===== src/hdl/hsvrgb_pkg.sv =====
package hsvrgb_pkg;

  // Pipeline depth, counted from the input register to the output register.
  localparam int unsigned NSTAGE = 6;
  localparam int unsigned FRONT_STAGES = 2;

  localparam int unsigned PCT_W = 7;
  localparam logic [PCT_W-1:0] PCT_MAX = 7'd100;
  localparam int unsigned CH_W = 8;
  localparam int unsigned V255_W = 15;

  // Every channel is floor(255 * v * n / (600000 * 2^F)). Once the F fraction
  // bits have been shifted out, the numerator fits in X_W bits and the division
  // by 600000 becomes a reciprocal multiply followed by one correction step.
  localparam int unsigned X_W = 28;
  localparam int unsigned DIV_W = 20;
  localparam logic [DIV_W-1:0] DIV_DEN = 20'd600000;
  localparam int unsigned DIV_SHIFT = 28;
  localparam int unsigned RECIP_W = 9;
  localparam logic [RECIP_W-1:0] DIV_RECIP = RECIP_W'((64'd1 << DIV_SHIFT) / 64'd600000);

endpackage


===== src/hdl/hsvrgb_front.sv =====
module hsvrgb_front #(
  parameter int unsigned HUE_FRAC_BITS = 7
) (
  input  logic                               clk,
  input  logic [hsvrgb_pkg::FRONT_STAGES-1:0] adv,
  input  logic [15:0]                        hue,
  input  logic [hsvrgb_pkg::PCT_W-1:0]       saturation,
  input  logic [hsvrgb_pkg::PCT_W-1:0]       brightness,
  output logic [HUE_FRAC_BITS+5:0]           d_red,
  output logic [HUE_FRAC_BITS+5:0]           d_green,
  output logic [HUE_FRAC_BITS+5:0]           d_blue,
  output logic [hsvrgb_pkg::PCT_W-1:0]       sat_out,
  output logic [hsvrgb_pkg::V255_W-1:0]      v255_out
);

  localparam int unsigned PW = HUE_FRAC_BITS + 6;
  localparam logic [31:0] P_CODE = 32'(60 * (2 ** HUE_FRAC_BITS));
  localparam logic [31:0] HUE_MAX = 32'(6 * P_CODE - 1);

  typedef enum logic [2:0] {
    SEC_RY = 3'd0,
    SEC_YG = 3'd1,
    SEC_GC = 3'd2,
    SEC_CB = 3'd3,
    SEC_BM = 3'd4,
    SEC_MR = 3'd5
  } sector_t;

  logic [31:0]                  h_clamp;
  sector_t                      sec_nxt;
  logic [hsvrgb_pkg::PCT_W-1:0] s_nxt, v_nxt;

  logic [15:0]                  h0_r;
  sector_t                      sec0_r;
  logic [hsvrgb_pkg::PCT_W-1:0] s0_r, v0_r;

  logic [31:0]                  base, t, hdist32;
  logic [PW-1:0]                hdist, pfull;
  logic [PW-1:0]                dr_nxt, dg_nxt, db_nxt;
  logic [hsvrgb_pkg::V255_W-1:0] v255_nxt;

  logic [PW-1:0]                dr_r, dg_r, db_r;
  logic [hsvrgb_pkg::PCT_W-1:0] s1_r;
  logic [hsvrgb_pkg::V255_W-1:0] v255_r;

  // Stage 0: saturate the inputs and find the 60-degree sector.
  always_comb begin
    h_clamp = (32'(hue) > HUE_MAX) ? HUE_MAX : 32'(hue);
    if (h_clamp >= 32'(5 * P_CODE)) begin
      sec_nxt = SEC_MR;
    end else if (h_clamp >= 32'(4 * P_CODE)) begin
      sec_nxt = SEC_BM;
    end else if (h_clamp >= 32'(3 * P_CODE)) begin
      sec_nxt = SEC_CB;
    end else if (h_clamp >= 32'(2 * P_CODE)) begin
      sec_nxt = SEC_GC;
    end else if (h_clamp >= P_CODE) begin
      sec_nxt = SEC_YG;
    end else begin
      sec_nxt = SEC_RY;
    end
    s_nxt = (saturation > hsvrgb_pkg::PCT_MAX) ? hsvrgb_pkg::PCT_MAX : saturation;
    v_nxt = (brightness > hsvrgb_pkg::PCT_MAX) ? hsvrgb_pkg::PCT_MAX : brightness;
  end

  always_ff @(posedge clk) begin
    if (adv[0]) begin
      h0_r   <= h_clamp[15:0];
      sec0_r <= sec_nxt;
      s0_r   <= s_nxt;
      v0_r   <= v_nxt;
    end
  end

  // Stage 1: distance of the hue from the centre of its 120-degree pair. Each
  // channel then gets the amount to take off its full level: none for the
  // leading channel, the distance for the secondary one, a whole sector for
  // the trailing one.
  always_comb begin
    case (sec0_r) inside
      SEC_RY, SEC_YG: base = 32'd0;
      SEC_GC, SEC_CB: base = 32'(2 * P_CODE);
      default:        base = 32'(4 * P_CODE);
    endcase
    t       = 32'(h0_r) - base;
    hdist32 = (t >= P_CODE) ? (t - P_CODE) : (P_CODE - t);
    hdist   = hdist32[PW-1:0];
    pfull   = P_CODE[PW-1:0];
    unique case (sec0_r)
      SEC_RY:  begin dr_nxt = '0;    dg_nxt = hdist; db_nxt = pfull; end
      SEC_YG:  begin dr_nxt = hdist; dg_nxt = '0;    db_nxt = pfull; end
      SEC_GC:  begin dr_nxt = pfull; dg_nxt = '0;    db_nxt = hdist; end
      SEC_CB:  begin dr_nxt = pfull; dg_nxt = hdist; db_nxt = '0;    end
      SEC_BM:  begin dr_nxt = hdist; dg_nxt = pfull; db_nxt = '0;    end
      default: begin dr_nxt = '0;    dg_nxt = pfull; db_nxt = hdist; end
    endcase
    v255_nxt = (hsvrgb_pkg::V255_W'(v0_r) << 8) - hsvrgb_pkg::V255_W'(v0_r);
  end

  always_ff @(posedge clk) begin
    if (adv[1]) begin
      dr_r   <= dr_nxt;
      dg_r   <= dg_nxt;
      db_r   <= db_nxt;
      s1_r   <= s0_r;
      v255_r <= v255_nxt;
    end
  end

  assign d_red    = dr_r;
  assign d_green  = dg_r;
  assign d_blue   = db_r;
  assign sat_out  = s1_r;
  assign v255_out = v255_r;

endmodule


===== src/hdl/hsvrgb_chan.sv =====
module hsvrgb_chan #(
  parameter int unsigned HUE_FRAC_BITS = 7
) (
  input  logic                              clk,
  input  logic [3:0]                        adv,
  input  logic [HUE_FRAC_BITS+5:0]          d,
  input  logic [hsvrgb_pkg::PCT_W-1:0]      sat,
  input  logic [hsvrgb_pkg::V255_W-1:0]     v255,
  output logic [hsvrgb_pkg::CH_W-1:0]       level
);

  localparam int unsigned NW   = HUE_FRAC_BITS + 13;
  localparam int unsigned XF_W = hsvrgb_pkg::V255_W + NW;
  localparam int unsigned QP_W = hsvrgb_pkg::X_W + hsvrgb_pkg::RECIP_W;
  localparam logic [NW-1:0] HUND_P = NW'(6000 * (2 ** HUE_FRAC_BITS));

  logic [NW-1:0]                       sd, n_nxt, n_r;
  logic [hsvrgb_pkg::V255_W-1:0]       v2_r;
  logic [XF_W-1:0]                     x_full;
  logic [hsvrgb_pkg::X_W-1:0]          x3_r, x4_r;
  logic [QP_W-1:0]                     qp;
  logic [hsvrgb_pkg::RECIP_W-1:0]      q0_r;
  logic [hsvrgb_pkg::X_W-1:0]          qd, rem;
  logic [hsvrgb_pkg::CH_W-1:0]         level_nxt, level_r;

  // Stage 2: numerator factor 100p - s*d.
  assign sd    = NW'(sat) * NW'(d);
  assign n_nxt = HUND_P - sd;

  always_ff @(posedge clk) begin
    if (adv[0]) begin
      n_r  <= n_nxt;
      v2_r <= v255;
    end
  end

  // Stage 3: full product, with the hue fraction bits dropped.
  assign x_full = XF_W'(v2_r) * XF_W'(n_r);

  always_ff @(posedge clk) begin
    if (adv[1]) begin
      x3_r <= x_full[HUE_FRAC_BITS +: hsvrgb_pkg::X_W];
    end
  end

  // Stage 4: quotient estimate, which is exact or one short.
  assign qp = QP_W'(x3_r) * QP_W'(hsvrgb_pkg::DIV_RECIP);

  always_ff @(posedge clk) begin
    if (adv[2]) begin
      q0_r <= qp[QP_W-1:hsvrgb_pkg::DIV_SHIFT];
      x4_r <= x3_r;
    end
  end

  // Stage 5: correct the estimate from the remainder.
  always_comb begin
    qd  = hsvrgb_pkg::X_W'(q0_r) * hsvrgb_pkg::X_W'(hsvrgb_pkg::DIV_DEN);
    rem = x4_r - qd;
    level_nxt = hsvrgb_pkg::CH_W'(q0_r + hsvrgb_pkg::RECIP_W'(
                  rem >= hsvrgb_pkg::X_W'(hsvrgb_pkg::DIV_DEN)));
  end

  always_ff @(posedge clk) begin
    if (adv[3]) begin
      level_r <= level_nxt;
    end
  end

  assign level = level_r;

endmodule


===== src/hdl/hsv_to_rgb_unit.sv =====
// Channel  Dir  Beat contents
// in_      in   hue, saturation, brightness (HSV pixel)
// out_     out  red, green, blue (8-bit RGB pixel)
//
// Six register stages; a pixel passes through all six before it leaves, and
// one pixel can be taken in every cycle unless a stalled output has filled every stage.
// Each stage moves on when it is empty or the stage after it moves, so empty
// stages close up behind a stalled output and input beats are still taken.
// Synchronous reset clears only the stage valid bits.
module hsv_to_rgb_unit #(
  parameter int unsigned HUE_FRAC_BITS = 7
) (
  input  logic        clk,
  input  logic        rst_n,
  input  logic        in_tvalid,
  output logic        in_tready,
  input  logic [31:0] in_tdata,   // hue[15:0], saturation[22:16], brightness[29:23], zero
  output logic        out_tvalid,
  input  logic        out_tready,
  output logic [23:0] out_tdata   // red[7:0], green[15:8], blue[23:16]
);

  localparam int unsigned NSTAGE = hsvrgb_pkg::NSTAGE;
  localparam int unsigned FS     = hsvrgb_pkg::FRONT_STAGES;
  localparam int unsigned PW     = HUE_FRAC_BITS + 6;

  logic [NSTAGE-1:0] v_r, v_nxt, adv;

  logic [PW-1:0]                         d_red, d_green, d_blue;
  logic [hsvrgb_pkg::PCT_W-1:0]          sat1;
  logic [hsvrgb_pkg::V255_W-1:0]         v255;
  logic [hsvrgb_pkg::CH_W-1:0]           red, green, blue;

  always_comb begin
    adv[NSTAGE-1] = !v_r[NSTAGE-1] || out_tready;
    for (int i = NSTAGE - 2; i >= 0; i--) begin
      adv[i] = !v_r[i] || adv[i+1];
    end
    if (adv[0]) begin
      v_nxt[0] = in_tvalid;
    end else begin
      v_nxt[0] = v_r[0];
    end
    for (int i = 1; i < NSTAGE; i++) begin
      if (adv[i]) begin
        v_nxt[i] = v_r[i-1];
      end else begin
        v_nxt[i] = v_r[i];
      end
    end
  end

  always_ff @(posedge clk) begin
    if (!rst_n) begin
      v_r <= '0;
    end else begin
      v_r <= v_nxt;
    end
  end

  assign in_tready  = adv[0];
  assign out_tvalid = v_r[NSTAGE-1];
  assign out_tdata  = {blue, green, red};

  hsvrgb_front #(
    .HUE_FRAC_BITS(HUE_FRAC_BITS)
  ) u_front (
    .clk       (clk),
    .adv       (adv[FS-1:0]),
    .hue       (in_tdata[15:0]),
    .saturation(in_tdata[22:16]),
    .brightness(in_tdata[29:23]),
    .d_red     (d_red),
    .d_green   (d_green),
    .d_blue    (d_blue),
    .sat_out   (sat1),
    .v255_out  (v255)
  );

  hsvrgb_chan #(
    .HUE_FRAC_BITS(HUE_FRAC_BITS)
  ) u_chan_red (
    .clk  (clk),
    .adv  (adv[NSTAGE-1:FS]),
    .d    (d_red),
    .sat  (sat1),
    .v255 (v255),
    .level(red)
  );

  hsvrgb_chan #(
    .HUE_FRAC_BITS(HUE_FRAC_BITS)
  ) u_chan_green (
    .clk  (clk),
    .adv  (adv[NSTAGE-1:FS]),
    .d    (d_green),
    .sat  (sat1),
    .v255 (v255),
    .level(green)
  );

  hsvrgb_chan #(
    .HUE_FRAC_BITS(HUE_FRAC_BITS)
  ) u_chan_blue (
    .clk  (clk),
    .adv  (adv[NSTAGE-1:FS]),
    .d    (d_blue),
    .sat  (sat1),
    .v255 (v255),
    .level(blue)
  );

  a_take_fills_first: assert property (@(posedge clk) disable iff (!rst_n)
    in_tvalid && in_tready |=> v_r[0])
    else $error("accepted beat did not reach the first stage");

  a_mid_stage_holds: assert property (@(posedge clk) disable iff (!rst_n)
    v_r[2] && !adv[2] |=> v_r[2])
    else $error("stalled pixel dropped from a middle stage");

  a_ready_needs_room: assert property (@(posedge clk) disable iff (!rst_n)
    in_tready |-> (!(&v_r) || out_tready))
    else $error("input taken with a full pipeline and a stalled output");

endmodule

===== config.mk =====
export PLATFORM = sky130hd
export DESIGN_NAME = hsv_to_rgb_unit
export DESIGN_NICKNAME = d
export VERILOG_FILES = /design/src/hdl/hsvrgb_pkg.sv /design/src/hdl/hsvrgb_front.sv /design/src/hdl/hsvrgb_chan.sv /design/src/hdl/hsv_to_rgb_unit.sv
export SDC_FILE = /design/constraint.sdc
export NUM_CORES = 2
export LEC_CHECK = 0
export BUFFER_PORTS_ARGS = -buffer_cell sky130_fd_sc_hd__buf_2
export CELL_PAD_IN_SITES_DETAIL_PLACEMENT = 1
export CELL_PAD_IN_SITES_GLOBAL_PLACEMENT = 1
export CORE_MARGIN = 2
export CORE_UTILIZATION = 45
export CTS_BUF_LIST = sky130_fd_sc_hd__clkbuf_4 sky130_fd_sc_hd__clkbuf_8
export CTS_CLUSTER_SIZE = 20
export DETAILED_ROUTE_END_ITERATION = 10
export GPL_TIMING_DRIVEN = 0
export HOLD_SLACK_MARGIN = 0.05
export PLACE_DENSITY_LB_ADDON = 0.1
export SYNTH_ARGS = -nofsm -noshare
export SYNTH_HDL_FRONTEND = slang
export SYNTH_SLANG_ARGS = --single-unit

===== constraint.sdc =====
create_clock -name clk -period 8 [get_ports clk]
set_input_delay 0.8 -clock clk [delete_from_list [all_inputs] [get_ports clk]]
set_output_delay 0.8 -clock clk [all_outputs]
set_load 0.01 [all_outputs]

==> results by group <==
Synth
  – Compound-Gate Fraction of Synth Area: approximately 6.3%
  – Largest family of logic cells by synthesized area: adder cells
  – Ys flop type: edfxtp_1
  – Leading area contributor after synthesis: fa_1
  – Post-Syn Area: between 0.07 and 0.08 sq mm
  – Post-synth EDFFs: 370
  – Post-synthesis mux area share: 0.156%
  – Cell variety after synth: 82
  – Synth warn: 0
  – Avg Cell Area, Syn: ~9.9 sq um
  – Simple-Gate Fraction of Synth Area: roughly an eighth
  – Cell count after synthesis: 7254
  – Syn Nets: roughly 9500
  – Synth top area share: 36.7%
  – Largest cells by area after synthesis: fa_1 37%, ha_1 16%, edfxtp_1 15%, inv_1 8.6%, and2_1 5.3%
  – #FFs+latches synth: around 380
  – Asr flop ratio synth: 0%
  – Post-Synth XOR/XNOR Area: 3.01%
  – Post-synthesis adder-cell area fraction: 52.6%
  – Sequential cell area fraction in the yosys report: 15.6%

Die
  – Num rows: 146
  – Io pins: between 60 and 70
  – Die area: 0.164 sq mm
  – Core footprint: 0.159 sq mm
  – Initial Utilization: 45.4%
  – Die Height: just over 400 um
  – Die Span X: between 400 and 500 um

Worst hold path
  – Hold Path Class: in2reg

Placed design
  – Pre-CTS WS: -0.593 ns
  – Final GP Congestion: 0.884
  – Hpwl dp: 165000 um
  – PortBufs: 59

Run
  – Max cap viols: 0

GRT
  – Grt ovf: 0
  – First-pass GRT wire length: about 310000 um
  – GRT Resource Usage Total: 24.7%
  – Initial antenna violation count: 6
  – Largest net degree at the start of global routing: 68
  – Vias in the first global route: 56333

Clocking
  – Cts hold-fix bufs: 0
  – CTS root buf: clkbuf_8
  – Clock Path Buffers: 3
  – Clock-pin slew on the worst setup and hold paths: ~0.060 ns
  – Worst-skew pair later-pin latency: 0.83 ns
  – H-Tree Depth: 3
  – Clock sink count: 376
  – CTS tree: done
  – CTS buffer count: 76

Routing
  – DR vias: between 40000 and 50000
  – Wire per inst: 20.2 um
  – Routed Antenna Nets: 0
  – Routed vias/inst: 5.21
  – DR pass1 iterations: 5
  – DR DRC count: 0
  – DRT Wirelength: between 150000 and 200000 um
  – Initial DRC count: approximately 1900

Worst setup path
  – Critical Path AT: roughly 8.3 ns
  – CP Capture Type: flip-flop
  – Critical path's top delay family: adder cells
  – Worst path cell trace: clkbuf_1, clkdlybuf4s15_1, nand2_1, fa_1, inv_1, fa_1, fa_1, inv_1, fa_1, inv_1, fa_1, fa_1, ha_1, a21o_1, a21o_1, a2111oi_2, o41ai_1, a21oi_1, o31ai_1, o41ai_2, nor2_1, a2111oi_2, xnor2_1
  – Largest stage delay, worst path: 0.72 ns
  – Crit start category: flip-flop
  – Required time of the critical path: about 8.6 ns
  – Setup CP Type: reg2reg
  – Slowest-stage cell, CP: clkdlybuf4s15_1
  – Worst Path Buf+Inv: 5
  – CP Max Fanout: 10
  – CP dominant cell by count: fa_1

STA
  – Tcrit/Tclk final: approximately 97%
  – Clk_skew: 0.0514 ns
  – Max Freq: 0.129 GHz
  – RSZ-0062 raised after global routing: yes
  – Final setup fails: 0
  – Worst slew pin tran: 1.21 ns
  – Worst rel slew slack: 18.9%
  – Worst setup margin: around 0.25 ns
  – Pins Over Slew Limit: 0
  – Hold Fails Final Rpt: 0
  – Setup tns final: 0 ns
  – Min Tclk post-route: 7.75 ns

Cells and area
  – Syn-to-layout area delta: 7.02%
  – Final Net Count: 9702
  – Layout cell share with drive strength beyond 1: a little over 4%

Outcome
  – Status: completed
[Yosys cell counts (6+ instances only)]
cell type	number
or3_1	19
nor4_1	7
o31ai_1	15
a21o_1	86
dfxtp_1	6
a31oi_1	27
nor2b_1	38
o21ai_0	124
o41ai_1	6
fa_1	1324
nand3_1	62
nor2_1	202
o2111ai_1	6
nand3b_1	7
xnor2_1	158
a21oi_1	174
a311oi_1	7
edfxtp_1	370
a211o_1	19
nand2_1	711
o21a_1	47
a211oi_1	21
and4_1	8
and2_1	606
ha_1	912
or2_2	14
clkbuf_1	201
o211ai_1	15
mux2i_1	9
o311ai_0	7
xor2_1	90
nand4_1	22
o21bai_1	21
nand2b_1	37
inv_1	1650
a21boi_0	14
o22ai_1	8
and3_1	23
a2111oi_0	7
nor3_1	70
[worst paths after layout]
| check | startpoint | endpoint | slack [ns] | cells past startpoint |
|---|---|---|---|---|
| min | in_tvalid | v_r[0] | 0.27 | 3 |
| max reg2reg | u_chan_green.v2_r[4] | u_chan_red.x3_r[27] | 0.25 | 23 |
| max | u_chan_green.v2_r[4] | u_chan_red.x3_r[27] | 0.25 | 23 |
| min reg2reg | u_front.v255_out[10] | u_chan_green.v2_r[10] | 0.41 | 0 |
[per-layer routing]
| layer | wire length, um | up-vias | track usage [%] | part of all wire (%) |
|---|---|---|---|---|
| met5 | 0 | - | 0 | 0 |
| met4 | 6240 | 0 | 7.12 | 3.2 |
| met3 | 6130 | 279 | 2.55 | 3.2 |
| met2 | 93800 | 751 | 42.3 | 48 |
| met1 | 87600 | 25813 | 33.1 | 45 |
| li1 | - | 22995 | - | - |
[metrics by stage]
stage / util [%] / instance area (sq um) / hold WS [ns] / cells
after floorplan: - / 72100 / 0.400 / 7254
after global placement: 47.3 / 75000 / 0.401 / 9385
after detailed placement: 47.3 / 75200 / 0.406 / 9389
after CTS: 48.4 / 76900 / 0.193 / 9534
after global routing: 48.6 / 77200 / 0.203 / 9567
final: 48.6 / 77200 / 0.271 / 9570
[state kept, by name, indices dropped and copies added (netlist names), 9 cells and up]
name	count
u_chan_green.x4_r	22
u_chan_green.x3_r	28
u_front.h0_r	16
u_chan_red.x4_r	22
u_front.d_blue	13
u_chan_green.v2_r	15
u_chan_green.n_r	20
u_chan_blue.x3_r	28
u_chan_red.n_r	20
u_front.d_red	13
u_chan_blue.q0_r	9
u_chan_red.q0_r	9
u_chan_green.q0_r	9
u_chan_red.x3_r	28
u_front.v255_out	15
u_front.d_green	13
u_chan_blue.x4_r	22
u_chan_blue.n_r	20
[cells by family (layout without fill, tap and decap cells)]
logic type               after synthesis  after routing
buffers and inverters               1855           2090
AND/OR/NAND/NOR                     1847           1847
adder cells (fa/ha/maj)             2236           2236
XOR/XNOR                             248            248
other                                  0              9
AO/OA/AOI/OAI                        681            681
multiplexers                          11             11
flip-flops                           376            376
[tightest hold or removal path, delay by kind of cell]
kind	cells	cell delay (ns)
buffers and inverters	2	0.14
AOI/OAI and AO/OA	1	0.07
[timing repair]
| item | in CTS | in global routing |
|---|---|---|
| endpoints found under the setup margin | 26 | 30 |
| resized for setup | 20 | 52 |
| endpoints found under the hold margin | 0 | 0 |
| setup buffers | 8 | 28 |
| pin swaps | 2 | 10 |
[final cells by class]
| type | instances | area [sq um] |
|---|---|---|
| inverters | 1650 | 6200 |
| flip-flops and latches | 376 | 11200 |
| plain buffers | 204 | 801 |
| diodes | 9 | 22.5 |
| clock inverters | 52 | 474 |
| repair buffers | 99 | 668 |
| clock buffers | 85 | 1130 |
| well taps | 2072 | 2590 |
| fillers | 17783 | 81500 |
| multi-input cells | 5023 | 54100 |
[layout by cell type, fill, tap and decap left out, drive strengths merged, types with 27 or more instances in the layout]
master and instances:
edfxtp 370, a21oi 174, fa 1324, a21o 86
nor2b 38, ha 912, and2 607, xnor2 158
clkinv 36, nor3 70, nand3 62, o21a 47
clkbuf 283, nand2b 37, buf 104, o21ai 128
nand2 711, inv 1652, nor2 202, xor2 90
a31oi 27
Power is not shown: default switching activity piles up to over one toggle a cycle in this logic, so the estimate is an artifact.
